--- config.mk ---
export PLATFORM = sky130hd
export DESIGN_NAME = lfu_cache_policy
export DESIGN_NICKNAME = d
export VERILOG_FILES = /design/src/hw/rtl/lfu_pkg.sv /design/src/hw/rtl/lfu_ram.sv /design/src/hw/rtl/lfu_cache_policy.sv
export VERILOG_INCLUDE_DIRS = /design/src /design/src/hw/rtl
export SDC_FILE = /design/constraint.sdc
export NUM_CORES = 2
export LEC_CHECK = 0
export BUFFER_PORTS_ARGS = -buffer_cell sky130_fd_sc_hd__buf_2
export CAP_MARGIN = 20
export CORE_ASPECT_RATIO = 1.1
export CORE_UTILIZATION = 35
export CTS_BUF_LIST = sky130_fd_sc_hd__clkbuf_8
export DETAILED_ROUTE_END_ITERATION = 8
export GPL_ROUTABILITY_DRIVEN = 1
export PLACE_DENSITY_LB_ADDON = 0.2
export SYNTH_ARGS = -nofsm -noshare
export SYNTH_HDL_FRONTEND = slang
export SYNTH_SLANG_ARGS = --single-unit
--- constraint.sdc ---
create_clock -name clk -period 32.8 [get_ports clk]
set_clock_uncertainty 0.05 [all_clocks]
set_input_delay 0 -clock clk [delete_from_list [all_inputs] [get_ports clk]]
set_output_delay 0 -clock clk [all_outputs]
set_load 0.02 [all_outputs]
--- src/hw/rtl/lfu_cache_policy_assert.svh ---
// Assertion macros for the LFU cache policy block.
// Used by lfu_cache_policy.sv; expects clk and arst_n in scope.
`ifndef LFU_CACHE_POLICY_ASSERT_SVH
`define LFU_CACHE_POLICY_ASSERT_SVH

// Property that must hold at every clock edge out of reset.
`define LFU_ASSERT_ALWAYS(label, prop, msg) \
	label: assert property (@(posedge clk) disable iff (!arst_n) (prop)) \
		else $error(msg);

// Trigger this cycle implies consequence on the next cycle.
`define LFU_ASSERT_NEXT(label, trig, cons, msg) \
	label: assert property (@(posedge clk) disable iff (!arst_n) (trig) |=> (cons)) \
		else $error(msg);

`endif

--- src/hw/rtl/lfu_pkg.sv ---
// Package for the LFU cache policy block: request/response types, entry layout,
// scan states and constants. No dependencies.
package lfu_pkg;

	localparam int MAX_ENTRIES_DEF = 16;
	localparam int KEY_W           = 32;
	localparam int VAL_W           = 32;
	localparam int CNT_W           = 16;
	localparam int STAMP_W         = 32;
	localparam int CAP_W           = 5;

	localparam logic [CAP_W-1:0] CAP_RESET = 5'd16;
	localparam logic [CNT_W-1:0] COUNT_MAX = 16'hFFFF;
	localparam logic [CNT_W-1:0] COUNT_ONE = 16'd1;
	localparam logic [VAL_W-1:0] MISS_VAL  = 32'hFFFF_FFFF;

	localparam logic CMD_GET = 1'b0;
	localparam logic CMD_PUT = 1'b1;

	typedef struct packed {
		logic              command;
		logic signed [KEY_W-1:0] key;
		logic signed [VAL_W-1:0] value;
	} req_t;

	typedef struct packed {
		logic              hit;
		logic signed [VAL_W-1:0] read_value;
	} rsp_t;

	typedef struct packed {
		logic [KEY_W-1:0]   key;
		logic [VAL_W-1:0]   value;
		logic [CNT_W-1:0]   count;
		logic [STAMP_W-1:0] stamp;
	} entry_t;

	typedef enum logic [1:0] {
		ST_IDLE,
		ST_SCAN,
		ST_FLUSH,
		ST_COMMIT
	} state_t;

endpackage

--- src/hw/rtl/lfu_ram.sv ---
// Generic single-write, single-read RAM with registered read data.
// No dependencies.
module lfu_ram #(
	parameter int WIDTH = 8,
	parameter int DEPTH = 16,
	parameter int AW    = (DEPTH > 1) ? $clog2(DEPTH) : 1
) (
	input  logic             clk,
	input  logic             we,
	input  logic [AW-1:0]    waddr,
	input  logic [WIDTH-1:0] wdata,
	input  logic [AW-1:0]    raddr,
	output logic [WIDTH-1:0] rdata
);

	logic [WIDTH-1:0] mem [DEPTH];

	always_ff @(posedge clk) begin
		if (we) begin
			mem[waddr] <= wdata;
		end
		rdata <= mem[raddr];
	end

endmodule

--- src/hw/rtl/lfu_cache_policy.sv ---
// Least-frequently-used key-value store with oldest-touch tie-break on eviction.
// Depends on lfu_pkg, lfu_ram and lfu_cache_policy_assert.svh.
//
// Each request (get or put) is handled in steps before the next is accepted:
// the entry RAM has one read port, so the block walks every slot once, one read a
// cycle, to find the key, the least-used victim and the first free slot; then the
// FLUSH state takes the registered read of the last slot and the COMMIT state the
// single write-back, and the block returns to idle before taking the next request.
// The response sits in an output register, so the next request is taken while it
// waits; that request's write-back then holds until the register drains. Valid
// bits live in flops and are cleared by reset; the RAM needs no clearing pass.
// Write capacity only while no request is in flight.
module lfu_cache_policy #(
	parameter int MAX_ENTRIES = lfu_pkg::MAX_ENTRIES_DEF
) (
	input  logic                        clk,
	input  logic                        arst_n,
	input  logic                        req_valid,
	output logic                        req_stall,
	input  lfu_pkg::req_t               req,
	output logic                        rsp_valid,
	input  logic                        rsp_stall,
	output lfu_pkg::rsp_t               rsp,
	input  logic                        cfg_we,
	input  logic [lfu_pkg::CAP_W-1:0]   cfg_data
);

	localparam int IW = (MAX_ENTRIES > 1) ? $clog2(MAX_ENTRIES) : 1;
	localparam int CW = $clog2(MAX_ENTRIES + 1);
	localparam int OW = (CW > lfu_pkg::CAP_W) ? CW : lfu_pkg::CAP_W;
	localparam int EW = $bits(lfu_pkg::entry_t);
	localparam logic [IW-1:0] LAST_IDX = IW'(MAX_ENTRIES - 1);
	localparam logic [OW-1:0] MAX_O    = OW'(MAX_ENTRIES);

	lfu_pkg::state_t state_q, state_d;

	logic [lfu_pkg::CAP_W-1:0]   cap_q;
	logic [MAX_ENTRIES-1:0]      valid_q;
	logic [CW-1:0]               occ_q;
	logic [lfu_pkg::STAMP_W-1:0] clock_q;

	lfu_pkg::req_t               req_q;
	logic [lfu_pkg::STAMP_W-1:0] stamp_q;
	logic [IW-1:0]               scan_q;
	logic                        rd_v_s1;
	logic [IW-1:0]               rd_idx_s1;

	logic                        found_q;
	logic [IW-1:0]               found_idx_q;
	lfu_pkg::entry_t             found_ent_q;
	logic                        vic_q;
	logic [IW-1:0]               vic_idx_q;
	logic [lfu_pkg::CNT_W-1:0]   vic_cnt_q;
	logic [lfu_pkg::STAMP_W-1:0] vic_stamp_q;
	logic                        free_q;
	logic [IW-1:0]               free_idx_q;

	logic                        rsp_valid_q;
	lfu_pkg::rsp_t               rsp_q;

	logic [EW-1:0]               ram_rdata;
	lfu_pkg::entry_t             rd_ent;
	lfu_pkg::entry_t             wr_ent;
	logic                        ram_we;
	logic [IW-1:0]               ram_waddr;

	logic                        accept;
	logic                        out_free;
	logic                        commit;
	logic                        rd_live;
	logic                        is_put;
	logic [OW-1:0]               eff_cap;
	logic                        evict;
	logic                        insert;
	logic [IW-1:0]               slot;
	lfu_pkg::rsp_t               rsp_d;

	assign accept    = req_valid && !req_stall;
	assign out_free  = !rsp_valid_q || !rsp_stall;
	assign req_stall = (state_q != lfu_pkg::ST_IDLE);
	assign rsp_valid = rsp_valid_q;
	assign rsp       = rsp_q;
	assign rd_ent    = lfu_pkg::entry_t'(ram_rdata);
	assign rd_live   = rd_v_s1 && valid_q[rd_idx_s1];
	assign is_put    = (req_q.command == lfu_pkg::CMD_PUT);

	lfu_ram #(
		.WIDTH (EW),
		.DEPTH (MAX_ENTRIES),
		.AW    (IW)
	) u_entries (
		.clk   (clk),
		.we    (ram_we),
		.waddr (ram_waddr),
		.wdata (wr_ent),
		.raddr (scan_q),
		.rdata (ram_rdata)
	);

	// next state
	always_comb begin
		state_d = state_q;
		case (state_q)
			lfu_pkg::ST_IDLE: begin
				if (accept) begin
					state_d = lfu_pkg::ST_SCAN;
				end
			end
			lfu_pkg::ST_SCAN: begin
				if (scan_q == LAST_IDX) begin
					state_d = lfu_pkg::ST_FLUSH;
				end
			end
			lfu_pkg::ST_FLUSH: begin
				state_d = lfu_pkg::ST_COMMIT;
			end
			lfu_pkg::ST_COMMIT: begin
				if (out_free) begin
					state_d = lfu_pkg::ST_IDLE;
				end
			end
			default: state_d = lfu_pkg::ST_IDLE;
		endcase
	end

	// commit decision, write-back and response
	always_comb begin
		commit = (state_q == lfu_pkg::ST_COMMIT) && out_free;

		if (cap_q == '0) begin
			eff_cap = OW'(1);
		end else if (OW'(cap_q) > MAX_O) begin
			eff_cap = MAX_O;
		end else begin
			eff_cap = OW'(cap_q);
		end

		evict  = !found_q && is_put && (OW'(occ_q) >= eff_cap) && vic_q;
		insert = !found_q && is_put && (evict || free_q);
		// victim slot frees up; the lowest free index wins
		if (evict && (!free_q || vic_idx_q < free_idx_q)) begin
			slot = vic_idx_q;
		end else begin
			slot = free_idx_q;
		end

		wr_ent = found_ent_q;
		if (found_q) begin
			if (is_put) begin
				wr_ent.value = req_q.value;
			end
			if (found_ent_q.count != lfu_pkg::COUNT_MAX) begin
				wr_ent.count = found_ent_q.count + lfu_pkg::COUNT_ONE;
			end
			wr_ent.stamp = stamp_q;
			ram_waddr    = found_idx_q;
		end else begin
			wr_ent.key   = req_q.key;
			wr_ent.value = req_q.value;
			wr_ent.count = lfu_pkg::COUNT_ONE;
			wr_ent.stamp = stamp_q;
			ram_waddr    = slot;
		end
		ram_we = commit && (found_q || insert);

		rsp_d.hit = found_q;
		if (is_put) begin
			rsp_d.read_value = '0;
		end else if (found_q) begin
			rsp_d.read_value = found_ent_q.value;
		end else begin
			rsp_d.read_value = lfu_pkg::MISS_VAL;
		end
	end

	always_ff @(posedge clk or negedge arst_n) begin
		if (!arst_n) begin
			state_q     <= lfu_pkg::ST_IDLE;
			cap_q       <= lfu_pkg::CAP_RESET;
			valid_q     <= '0;
			occ_q       <= '0;
			clock_q     <= '0;
			scan_q      <= '0;
			rd_v_s1     <= 1'b0;
			found_q     <= 1'b0;
			vic_q       <= 1'b0;
			free_q      <= 1'b0;
			rsp_valid_q <= 1'b0;
		end else begin
			state_q <= state_d;
			rd_v_s1 <= (state_q == lfu_pkg::ST_SCAN);

			if (cfg_we) begin
				cap_q <= cfg_data;
			end

			if (accept) begin
				clock_q <= clock_q + 1'b1;
				scan_q  <= '0;
				found_q <= 1'b0;
				vic_q   <= 1'b0;
				free_q  <= 1'b0;
			end else if (state_q == lfu_pkg::ST_SCAN && scan_q != LAST_IDX) begin
				scan_q <= scan_q + 1'b1;
			end

			if (rd_live && !found_q && rd_ent.key == req_q.key) begin
				found_q <= 1'b1;
			end
			if (rd_live && (!vic_q || rd_ent.count < vic_cnt_q ||
			    (rd_ent.count == vic_cnt_q && rd_ent.stamp < vic_stamp_q))) begin
				vic_q <= 1'b1;
			end
			if (rd_v_s1 && !valid_q[rd_idx_s1]) begin
				free_q <= 1'b1;
			end

			if (commit) begin
				if (insert) begin
					if (!evict) begin
						occ_q <= occ_q + 1'b1;
					end else if (slot != vic_idx_q) begin
						valid_q[vic_idx_q] <= 1'b0;
					end
					valid_q[slot] <= 1'b1;
				end
			end

			if (commit) begin
				rsp_valid_q <= 1'b1;
			end else if (!rsp_stall) begin
				rsp_valid_q <= 1'b0;
			end
		end
	end

	// payload registers
	always_ff @(posedge clk) begin
		rd_idx_s1 <= scan_q;
		if (accept) begin
			req_q   <= req;
			stamp_q <= clock_q;
		end
		if (rd_live && !found_q && rd_ent.key == req_q.key) begin
			found_idx_q <= rd_idx_s1;
			found_ent_q <= rd_ent;
		end
		if (rd_live && (!vic_q || rd_ent.count < vic_cnt_q ||
		    (rd_ent.count == vic_cnt_q && rd_ent.stamp < vic_stamp_q))) begin
			vic_idx_q   <= rd_idx_s1;
			vic_cnt_q   <= rd_ent.count;
			vic_stamp_q <= rd_ent.stamp;
		end
		if (rd_v_s1 && !valid_q[rd_idx_s1] && !free_q) begin
			free_idx_q <= rd_idx_s1;
		end
		if (commit) begin
			rsp_q <= rsp_d;
		end
	end

`include "lfu_cache_policy_assert.svh"

	`LFU_ASSERT_ALWAYS(a_occ_matches_valid, occ_q == CW'($countones(valid_q)), "occupancy out of step with valid bits")
	`LFU_ASSERT_ALWAYS(a_occ_bound, OW'(occ_q) <= MAX_O, "occupancy above entry count")
	`LFU_ASSERT_NEXT(a_accept_starts_scan, accept, state_q == lfu_pkg::ST_SCAN && scan_q == '0, "request did not start a scan")
	`LFU_ASSERT_NEXT(a_commit_responds, commit, rsp_valid_q, "commit without response")

endmodule

==> run metrics <==
Pins Over Slew Limit 0; total CTS buffers approximately 360; vias 38870; Cell Area, Synth about 84000 um^2; first-pass GRT wire length ~290 mm; startpoint type of the worst setup path flop; CP Class reg -> reg; largest net degree at the start of global routing between 100 and 150; num ports 110; XOR/XNOR Fraction of Synth Area less than 1%; Adder-Cell Fraction of Synth Area 0.9502%; status completed; RePlAce Congestion 0.7420; Routed Antenna Nets 0; clock tree sinks roughly 2200; WP data arrival approximately 6.1 ns; sequential area share after synthesis between 70% and 80%; TritonCTS clock tree yes; WP buf/inv 2; fin nets 4434; Top delay family on crit path buffers and inverters; Fin. Hold Viols 0; overflow left after global routing 0; Gate Count Post-Synth about 3700; Peak Freq ~180 MHz; Slew @ Worst Pin 1.097 ns; post-synth net total a little under 4000; die area approximately 240000 um^2; crit share post-route between 15 and 20%; most area-consuming cells after synthesis edfxtp_1, mux4_2, dfxtp_1, dfrtp_1, ha_1; max_slew headroom between 20% and 30%; #FFs+latches synth 2247; synth warn 0; DR vias/cell about 5.0; Final min period 5.542 ns; Residual DRC 0; Clock Latency Late Sink roughly 1.1 ns; Cell variety after synth 69; starting density of the core a little over a third; placeable core area ~240000 um^2; EDFF count, synth a little over 2000; routed wire length between 150 and 200 mm; Sum Neg Setup Slack 0 ns; wire per inst 25.50 um; simple-gate share of the synthesized area approximately 1.6%; Crit. End Element flop; WP depth 12; Worst Setup Slack post-DPL approximately 27 ns; RSZ-0062 raised after global routing false; Max clock buf depth 4; Post-CTS Hold Buffers between 100 and 150; Final Cell Area about 97000 um^2; Clock transition at path regs about 0.060 ns; Async SR Flop Fraction under 10%; Area after DPL roughly 89000 um^2; number of DRC markers in iteration 0 roughly 2700; first-pass detailed-route iteration total 5; Hold Path Class in -> async; top cell type by total area after synthesis edfxtp_1; Post-DP HPWL slightly below 100 mm; Setup violations, final 0; Pleak 31.80 nW; height of the die a little over 500 um; crit-path max FO 37; critical path's slowest cell a21oi_1; layout cells sized above 1 around 29%; slowest stage delay, CP 0.83 ns; Final Total Pwr between 7 and 8 mW; vias in the first global route between 40000 and 50000; Die Wd 469.9 um; max-cap violations 0; hold slack 0.1512 ns; top-area cell type share of the netlist area between 70% and 80%; FF-to-FF path depth 12; Synth Flop Type edfxtp_1; gr usage total 16.23%; largest family of logic cells by synthesized area multiplexers; Core Rows 188; Root Buffer clkbuf_8; Post-CTS Repair Setup Buffers 0; PD cells a little over 70 nW/um^2; Setup WS post-layout around 27 ns; Worst VDD drop 0.00005112 V; Avg Cell Area, Syn around 23 um^2; P&R area growth vs syn 15.67%; H-tree depth 5; initial antenna violation count 4; Req. time, crit path between 30 and 40 ns; Synth Area in Compound Gates around 1.4%; post-cts resize count 0; I/O Buffers 109; mux share of post-synthesis cell area 15.68%; CP Cell Sequence nor3_1 -> nor2_1 -> nor2_1 -> ha_1 -> nor2b_1 -> o21ai_0 -> a21oi_1 -> mux2i_1 -> a22oi_1 -> nor4_2 -> buf_4 -> buf_4
[worst reg2reg max path: stages, from the launching register on]
cell and delay, ns:
dfrtp_1 0.39, nor3_1 0.22, nor2_1 0.08, nor2_1 0.12, ha_1 0.26, nor2b_1 0.11
o21ai_0 0.15, a21oi_1 0.83, mux2i_1 0.49, a22oi_1 0.40, nor4_2 0.49, buf_4 0.71
buf_4 0.79
[cell type report]
cell class | count | area, um^2
fill | 21140 | 141500
sequential | 2247 | 65990
multi-input combinational | 1205 | 17400
clock buffer | 405 | 5574
tap | 3135 | 3923
timing repair buffer | 376 | 3063
clock inverter | 243 | 1116
inverter | 102 | 387.9
antenna | 8 | 20.02
[routing by layer]
layer | share of wire [%] | vias up | global-route usage [%]
li1 | - | 16720 | -
met1 | 45 | 21000 | 21.98
met2 | 49 | 886 | 27.02
met3 | 4.1 | 260 | 2.848
met4 | 1.7 | 2 | 4.299
met5 | 0.0056 | - | 0
[final timing paths]
path	slack, ns	end	startpoint
worst max-delay path	27.26	u_entries.mem[0][98]$_DFFE_PP_	cap_q[2]$_DFFE_PN0P_
worst min-delay path	0.15	clock_q[3]$_DFFE_PN0P_	arst_n
worst max register to register	27.26	u_entries.mem[0][98]$_DFFE_PP_	cap_q[2]$_DFFE_PN0P_
worst min register to register	0.34	found_ent_q[59]$_DFFE_PP_	u_entries.rdata[59]$_DFF_P_
max in group asynchronous	31.17	found_q$_DFFE_PN0P_	arst_n
min in group clk	0.16	req_q[45]$_DFFE_PP_	req[45]
[through the flow]
stage          utilization [%]  std cells
6_report                 40.79       7721
5_1_grt                  40.78       7719
4_1_cts                  40.76       7708
3_5_place_dp             37.34       6911
3_3_place_gp             37.34       6910
2_1_floorplan                -       3711
[synthesized netlist by cell type, drive strengths merged, types with 5 or more instances]
| master | instances |
|---|---|
| a21oi | 57 |
| nand3 | 29 |
| nor3 | 13 |
| edfxtp | 2062 |
| mux2 | 39 |
| ha | 64 |
| a21o | 9 |
| xnor2 | 51 |
| a31oi | 6 |
| inv | 101 |
| a211oi | 5 |
| xor2 | 33 |
| and3 | 12 |
| nand4 | 25 |
| clkbuf | 89 |
| nand2 | 94 |
| nor2 | 41 |
| mux2i | 5 |
| nor2b | 7 |
| nand2b | 7 |
| buf | 68 |
| o21ai | 50 |
| a221oi | 5 |
| mux4 | 565 |
| dfrtp | 68 |
| dfxtp | 116 |
| nor4 | 27 |
| a32o | 9 |
[placed cells by master, fill, tap and decap left out, types with 12 or more instances in the layout]
master	instances
xor2_1	33
inv_1	236
nand2_1	93
nand4_1	25
mux4_2	565
dfrtp_1	63
ha_1	64
mux2_2	39
dfxtp_1	116
xnor2_1	51
edfxtp_1	2062
nand3_1	29
and3_1	12
buf_4	108
o21ai_0	48
clkinv_2	31
dlygate4sd3_1	149
a21oi_1	57
buf_2	108
nor2_1	40
nor4_2	16
clkinv_1	64
clkbuf_8	405
[kinds of logic after synthesis]
kind of cell	after synthesis
AND/OR/NAND/NOR	271
adder cells (fa/ha/maj)	64
flip-flops	2247
XOR/XNOR	84
multiplexers	609
buffers and inverters	259
AO/OA/AOI/OAI	177
[sequential cells by signal, indices dropped and copies added, names as in the netlist, 5 cells and up]
signal	flops
occ_q	5
found_ent_q	80
stamp_q	32
rsp	33
clock_q	32
u_entries.rdata	112
req_q	64
u_entries.mem	1792
cap_q	5
valid_q	16
vic_cnt_q	16
vic_stamp_q	32
[where the power goes]
group          total [mW]  internal (mW)  switching, mW
logic                1.31          0.649          0.664
clock network        2.24           1.17           1.08
registers            3.52           3.38          0.140
total                7.07           5.19           1.88
No activity file was read; power rests on OpenSTA's default activity.
